[src/rtl/lawd_pkg.sv]
package lawd_pkg;

  // Fixed field widths
  localparam int MASK_W   = 32;
  localparam int IDX_W    = 3;
  localparam int STATUS_W = 2;
  localparam int MODE_W   = 2;

  localparam int DEF_NUM_WORKERS = 8;
  localparam int DEF_NUM_VARS    = 32;

  // Request types
  localparam logic REQ_SCHEDULE = 1'b0;
  localparam logic REQ_RELEASE  = 1'b1;

  // Lock modes (code 3 acts as no locking)
  localparam logic [MODE_W-1:0] MODE_NONE  = 2'd0;
  localparam logic [MODE_W-1:0] MODE_WRITE = 2'd1;
  localparam logic [MODE_W-1:0] MODE_RW    = 2'd2;

  // Result status codes
  localparam logic [STATUS_W-1:0] ST_GRANTED  = 2'd0;
  localparam logic [STATUS_W-1:0] ST_NO_IDLE  = 2'd1;
  localparam logic [STATUS_W-1:0] ST_CONFLICT = 2'd2;
  localparam logic [STATUS_W-1:0] ST_RELEASED = 2'd3;

  typedef struct packed {
    logic              valid;
    logic              req_type;
    logic [MASK_W-1:0] read_mask;
    logic [MASK_W-1:0] write_mask;
    logic [IDX_W-1:0]  release_worker;
  } lawd_req_t;

  typedef struct packed {
    logic                valid;
    logic [STATUS_W-1:0] status;
    logic [IDX_W-1:0]    worker;
  } lawd_res_t;

endpackage

[src/rtl/lawd_pool.sv]
module lawd_pool #(
  parameter int NUM_WORKERS = lawd_pkg::DEF_NUM_WORKERS,
  parameter int NUM_VARS    = lawd_pkg::DEF_NUM_VARS
) (
  input  logic                        clk,
  input  logic                        rst,
  input  logic [lawd_pkg::MODE_W-1:0] lock_mode,
  input  lawd_pkg::lawd_req_t         req,
  output lawd_pkg::lawd_res_t         res
);
  import lawd_pkg::*;

  localparam int WIDX   = (NUM_WORKERS > 1) ? $clog2(NUM_WORKERS) : 1;
  localparam int LOCK_W = (NUM_VARS < MASK_W) ? NUM_VARS : MASK_W;

  // Busy flags act as valid bits for the lock sets: an idle worker holds nothing.
  logic [NUM_WORKERS-1:0] busy_q;
  logic [LOCK_W-1:0]      locks [NUM_WORKERS];

  logic [LOCK_W-1:0] rd_m, wr_m, held, need;
  logic [WIDX-1:0]   pick;
  logic              any_idle;
  logic              rel_ok;
  logic [WIDX-1:0]   rel_idx;
  logic              do_grant;

  assign rd_m    = LOCK_W'(req.read_mask);
  assign wr_m    = LOCK_W'(req.write_mask);
  assign rel_ok  = (32'(req.release_worker) < 32'(NUM_WORKERS));
  assign rel_idx = WIDX'(req.release_worker);

  // Lowest-numbered idle worker
  always_comb begin
    pick     = '0;
    any_idle = 1'b0;
    for (int w = NUM_WORKERS - 1; w >= 0; w--) begin
      if (!busy_q[w]) begin
        pick     = WIDX'(w);
        any_idle = 1'b1;
      end
    end
  end

  always_comb begin
    held = '0;
    for (int w = 0; w < NUM_WORKERS; w++) begin
      held = held | (locks[w] & {LOCK_W{busy_q[w]}});
    end
  end

  always_comb begin
    unique case (lock_mode)
      MODE_RW:    need = rd_m | wr_m;
      MODE_WRITE: need = wr_m;
      default:    need = '0;
    endcase
  end

  always_comb begin
    res.valid  = req.valid;
    res.worker = '0;
    do_grant   = 1'b0;
    priority if (req.req_type == REQ_RELEASE) begin
      res.status = ST_RELEASED;
    end else if (!any_idle) begin
      res.status = ST_NO_IDLE;
    end else if ((held & need) != '0) begin
      res.status = ST_CONFLICT;
    end else begin
      res.status = ST_GRANTED;
      res.worker = IDX_W'(pick);
      do_grant   = req.valid;
    end
  end

  always_ff @(posedge clk) begin
    if (rst) begin
      busy_q <= '0;
    end else if (req.valid) begin
      if (req.req_type == REQ_RELEASE) begin
        if (rel_ok) begin
          busy_q[rel_idx] <= 1'b0;
        end
      end else if (do_grant) begin
        busy_q[pick] <= 1'b1;
      end
    end
  end

  always_ff @(posedge clk) begin
    if (do_grant) begin
      locks[pick] <= wr_m;
    end
  end

  a_grant_marks_busy: assert property (@(posedge clk) disable iff (rst)
    do_grant |=> busy_q[$past(pick)])
    else $error("granted worker not busy afterwards");

  a_release_clears: assert property (@(posedge clk) disable iff (rst)
    (req.valid && req.req_type == REQ_RELEASE && rel_ok) |=> !busy_q[$past(rel_idx)])
    else $error("released worker still busy");

  a_grant_idle_only: assert property (@(posedge clk) disable iff (rst)
    do_grant |-> !busy_q[pick])
    else $error("grant to a busy worker");

endmodule

[src/rtl/lock_aware_worker_dispatcher_core.sv]
// Lock-aware worker dispatcher.
// Requests arrive on start with req_type, read_mask, write_mask and
// release_worker; one is taken at every clock edge where start is high and
// busy is low. busy is never raised, so a request may be issued every cycle.
// A schedule request goes to the lowest-numbered idle worker unless none is
// idle or its masks clash with write locks held by busy workers (per
// lock_mode). A release request frees the named worker.
// Every request gives exactly one result beat: done is high for one cycle
// with status and granted_worker. From accept, a request passes through the
// request register, then through the pick/conflict logic into the result
// register. Throughput is one request per cycle; the worker table updates at
// the same edge as the result, so the next request sees it.
// lock_mode is written on the cfg channel (cfg_ready always high); the user
// must write it only while no request is in flight, as the block itself does
// not enforce this. Reset clears all workers to idle, lock_mode to
// read-write locking, and drops any request in flight.
// The receiver cannot stall: done is a one-cycle strobe.
module lock_aware_worker_dispatcher_core #(
  parameter int NUM_WORKERS = lawd_pkg::DEF_NUM_WORKERS,
  parameter int NUM_VARS    = lawd_pkg::DEF_NUM_VARS
) (
  input  logic                          clk,
  input  logic                          rst,
  // request channel
  input  logic                          start,
  output logic                          busy,
  input  logic                          req_type,
  input  logic [lawd_pkg::MASK_W-1:0]   read_mask,
  input  logic [lawd_pkg::MASK_W-1:0]   write_mask,
  input  logic [lawd_pkg::IDX_W-1:0]    release_worker,
  // config channel
  input  logic                          cfg_valid,
  output logic                          cfg_ready,
  input  logic [lawd_pkg::MODE_W-1:0]   cfg_data,
  // result channel
  output logic                          done,
  output logic [lawd_pkg::STATUS_W-1:0] status,
  output logic [lawd_pkg::IDX_W-1:0]    granted_worker
);
  import lawd_pkg::*;

  logic [MODE_W-1:0] lock_mode;
  lawd_req_t         req_q;
  lawd_res_t         res;

  assign busy      = 1'b0;
  assign cfg_ready = 1'b1;

  always_ff @(posedge clk) begin
    if (rst) begin
      lock_mode <= MODE_RW;
    end else if (cfg_valid && cfg_ready) begin
      lock_mode <= cfg_data;
    end
  end

  // Request register: valid is control, payload is not reset
  always_ff @(posedge clk) begin
    if (rst) begin
      req_q.valid <= 1'b0;
    end else begin
      req_q.valid <= start && !busy;
    end
  end

  always_ff @(posedge clk) begin
    if (start && !busy) begin
      req_q.req_type       <= req_type;
      req_q.read_mask      <= read_mask;
      req_q.write_mask     <= write_mask;
      req_q.release_worker <= release_worker;
    end
  end

  lawd_pool #(
    .NUM_WORKERS (NUM_WORKERS),
    .NUM_VARS    (NUM_VARS)
  ) u_pool (
    .clk       (clk),
    .rst       (rst),
    .lock_mode (lock_mode),
    .req       (req_q),
    .res       (res)
  );

  // Result register: one done beat per request
  always_ff @(posedge clk) begin
    if (rst) begin
      done <= 1'b0;
    end else begin
      done <= res.valid;
    end
  end

  always_ff @(posedge clk) begin
    if (res.valid) begin
      status         <= res.status;
      granted_worker <= res.worker;
    end
  end

  a_one_beat_per_req: assert property (@(posedge clk) disable iff (rst)
    (start && !busy) ##1 !rst |=> done)
    else $error("request without result beat");

  a_no_spurious_done: assert property (@(posedge clk) disable iff (rst)
    done |-> $past(req_q.valid))
    else $error("result beat without request");

  a_worker_zero_unless_granted: assert property (@(posedge clk) disable iff (rst)
    (done && status != ST_GRANTED) |-> granted_worker == '0)
    else $error("worker index on a refused request");

endmodule

[config.mk]
export PLATFORM = sky130hd
export DESIGN_NAME = lock_aware_worker_dispatcher_core
export DESIGN_NICKNAME = d
export VERILOG_FILES = /design/src/rtl/lawd_pkg.sv /design/src/rtl/lawd_pool.sv /design/src/rtl/lock_aware_worker_dispatcher_core.sv
export SDC_FILE = /design/constraint.sdc
export NUM_CORES = 1
export LEC_CHECK = 0
export BUFFER_PORTS_ARGS = -buffer_cell sky130_fd_sc_hd__buf_2
export CELL_PAD_IN_SITES_DETAIL_PLACEMENT = 1
export CELL_PAD_IN_SITES_GLOBAL_PLACEMENT = 1
export CORE_MARGIN = 1.5
export CORE_UTILIZATION = 43
export CTS_BUF_LIST = sky130_fd_sc_hd__clkbuf_4 sky130_fd_sc_hd__clkbuf_8 sky130_fd_sc_hd__clkbuf_16
export DETAILED_ROUTE_END_ITERATION = 16
export GPL_TIMING_DRIVEN = 0
export PLACE_DENSITY_LB_ADDON = 0.1
export SETUP_SLACK_MARGIN = 0.5
export SLEW_MARGIN = 20
export SYNTH_ARGS = -nofsm -noshare
export SYNTH_HDL_FRONTEND = slang
export SYNTH_SLANG_ARGS = --single-unit
[constraint.sdc]
create_clock -name clk -period 7.3 [get_ports clk]
set_input_delay 1.46 -clock clk [delete_from_list [all_inputs] [get_ports clk]]
set_output_delay 1.46 -clock clk [all_outputs]
set_load 0.005 [all_outputs]
==> flow_metrics.py <==
metrics = {
    "clocking": {
        "tritoncts": "done",
        "cts.reportedPaths.clkPinSlew_ps": 60,
        "cts_sinks": 341,
        "htreeDepth": 2,
        "clkLatencyLatePin_ps": 520,
        "cts_resized": 0,
        "cts_hold_buf": 0,
        "numCtsBuffers": 37,
        "cts_buffer_depth": 3,
        "cts_setup_buffers": 0,
        "cts_root_buf": "clkbuf_16",
    },
    "placed_design": {
        "dp_hpwl_mm": 20.48,
        "placed_cell_area_mm2": 0.01369,
        "placed_cells": 1176,
        "port_buffers": 79,
        "gp_congestion": 0.8065,
    },
    "logic_synthesis": {
        "yosysTopAreaCellShare": 0.7954,
        "synth-seq-cells": 341,
        "synth_flop_cell": "edfxtp_1",
        "synth_top_family_by_area": "compound AO/OA/AOI/OAI gates",
        "postSynthCellCount": 674,
        "yosysMostFrequentCell": "edfxtp_1",
        "ys_types": 42,
        "synth_compound_area_frac": 0.1279,
        "synth_enable_flop_cells": 329,
        "yosys.area_share.simple": 0.03002,
        "syn-num-nets": 750,
        "yosys_warnings": 0,
        "async_flop_share": 0,
        "synth-adder-area-share": 0.002015,
        "synth-xor-area-share": 0,
        "postSynthAreaPerCell_um2": 18.43,
        "yosys.area.top_type": "edfxtp_1",
        "synth_mux_area_frac": 0.0008059,
        "synth_common_cells": "329 x edfxtp_1, 129 x a22oi_1, 35 x a21oi_1",
        "yosysSeqAreaShare": 0.8147,
        "ys_top_cells_by_area": "edfxtp_1 80%, a22oi_1 7.8%, dfxtp_1 1.9%",
        "synth_area_mm2": 0.01242,
    },
    "pwr": {
        "p_per_area_mw_per_mm2": 280.7,
        "leakage_nw": 4.818,
        "vdd_ir_drop_max_mv": 0.1377,
    },
    "timing": {
        "finalMaxSlewViolations": 0,
        "setup_tns_ps": 0,
        "fin_crit_sh": 0.6429,
        "post-route-min-period_ps": 4693,
        "fmax_mhz": 213.1,
        "rsz0062_at_grt": "no",
        "slew_headroom": 0.4737,
        "setup-violations-final": 0,
        "finalHoldViolations": 0,
        "clock_skew_ps": 20.50,
        "tightest_slew_ps": 789.4,
    },
    "routing": {
        "drt_iter0_markers": 674,
        "via_count": 7057,
        "drc": 0,
        "wirelength_mm": 31.21,
        "antenna_left": 0,
        "drtPass1Iterations": 5,
        "viasPerCell": 5.687,
        "wire_per_inst_um": 25.15,
    },
    "die": {
        "fp.dieH_um": 173.0,
        "die_area_mm2": 0.02991,
        "rows": 62,
        "ioPinCount": 82,
        "die_w_um": 173.0,
        "start_util": 0.4351,
        "core_mm2": 0.02855,
    },
    "final_layout": {
        "finalNonFillerCells": 1241,
        "ff_latch_area_mm2": 0.01012,
        "drive_gt1_frac": 0.2614,
        "stdcell_area_mm2": 0.01481,
        "num_antenna_cells": 0,
        "multi_input_area_mm2": 0.002047,
        "nets": 907,
        "areaGrowthSynthToFinish_pct": 19.27,
        "num-fill-cells": 2719,
    },
    "setup_path": {
        "crit_path_start_kind": "flip-flop",
        "arrival_ps": 4910,
        "end_kind": "flip-flop",
        "required_ps": 7520,
        "crit_type": "flip-flop to flip-flop",
        "worstPathMaxFanout": 10,
    },
    "grt": {
        "grt_first_pass_wirelength_mm": 47.42,
        "antenna_found_initial": 0,
        "grt_max_degree": 42,
        "grt.total_usage": 0.2126,
        "grt-ovfl-total": 0,
        "grt_pass1_vias": 7549,
    },
    "flow_run": {
        "cap_violations": 0,
    },
    "run_status": {
        "status": "finished clean",
    },
    "min_path": {
        "hold_class": "flip-flop to flip-flop",
    },
}
-- cells in the final DEF, fill, tap and decap left out, drive strengths merged, types with 2 or more instances in the layout --
master,instances
buf,150
o211ai,2
dfxtp,12
nor2b,3
clkbuf,58
o311ai,3
a22oi,132
a41oi,26
a21oi,35
nand2,8
ha,2
o22ai,3
nand3,5
nor4,9
inv,9
conb,2
nor3,7
nand2b,2
o41ai,2
edfxtp,329
or4,3
clkinv,14
nor2,10
o21ai,7
a21boi,2
nand4,11
-- power breakdown --
part	switching, mW	leakage, nW	total, mW	internal [mW]
Combinational	0.106	1.13	0.167	0.0610
Sequential	0.0469	3.11	2.26	2.21
Clock	0.721	0.569	1.73	1.01
Total	0.874	4.82	4.16	3.28
-- per-layer routing --
layer / vias to the layer above / global-route usage / part of all wire
met5: - / 0 / 0
met1: 3630 / 0.2896 / 0.43
met4: 0 / 0.05906 / 0.019
met3: 43 / 0.03562 / 0.055
li1: 3147 / - / -
met2: 237 / 0.3552 / 0.49
-- worst paths after layout --
path	start	to	slack [ps]	depth (start not counted)
worst max-delay path	lock_mode[0]	u_pool.locks[4][9]	2610	15
worst min-delay path	lock_mode[1]	lock_mode[1]	520	2
worst max register to register	lock_mode[0]	u_pool.locks[4][9]	2610	15
worst min register to register	lock_mode[1]	lock_mode[1]	520	2
-- critical path, cell delays in order, from the launching register on --
cell and delay (ps):
dfxtp_1 350, inv_1 50, ha_1 190, clkbuf_1 240, buf_2 290, a21oi_1 270
a41oi_1 120, nor4_1 420, a41oi_1 330, or3_1 470, buf_6 160, nor4_2 580
buf_4 280, buf_4 210, buf_2 250, buf_4 190
-- cell type report --
type | instances | area share
Tap cell | 384 | 0.03243
Clock buffer | 49 | 0.07095
Timing Repair Buffer | 118 | 0.05017
Sequential cell | 341 | 0.6831
Buffer | 41 | 0.01824
Inverter | 7 | 0.001774
Clock inverter | 16 | 0.005152
Multi-Input combinational cell | 285 | 0.1382
-- per-stage QoR --
step / power, mW / util / hold slack (ps) / worst slack [ps]
after floorplan: 2.364 / - / 477.3 / 1713
after global placement: 2.446 / 0.4658 / 505.2 / -3004
after detailed placement: 2.466 / 0.4794 / 514.9 / 2588
after CTS: 4.195 / 0.5189 / 525.2 / 2527
after global routing: 4.281 / 0.5189 / 552.8 / 2331
final: 4.158 / 0.5189 / 522.0 / 2607
-- sequential cells by signal, indices dropped and copies added, names as in the netlist --
| name | cells |
|---|---|
| u_pool.locks | 256 |
| status | 2 |
| req_q | 69 |
| lock_mode | 2 |
| u_pool.busy_q | 8 |
| granted_worker | 3 |
| done | 1 |
-- kinds of logic (layout without fill, tap and decap cells) --
| family | count (synthesis) | count (layout) |
|---|---|---|
| flops | 341 | 341 |
| compound gates | 216 | 216 |
| buf+inv | 48 | 231 |
| simple gates | 64 | 64 |
| other cells | 2 | 2 |
| mux | 1 | 1 |
| fa+ha+maj | 2 | 2 |
No activity file was read; power rests on OpenSTA's default activity.
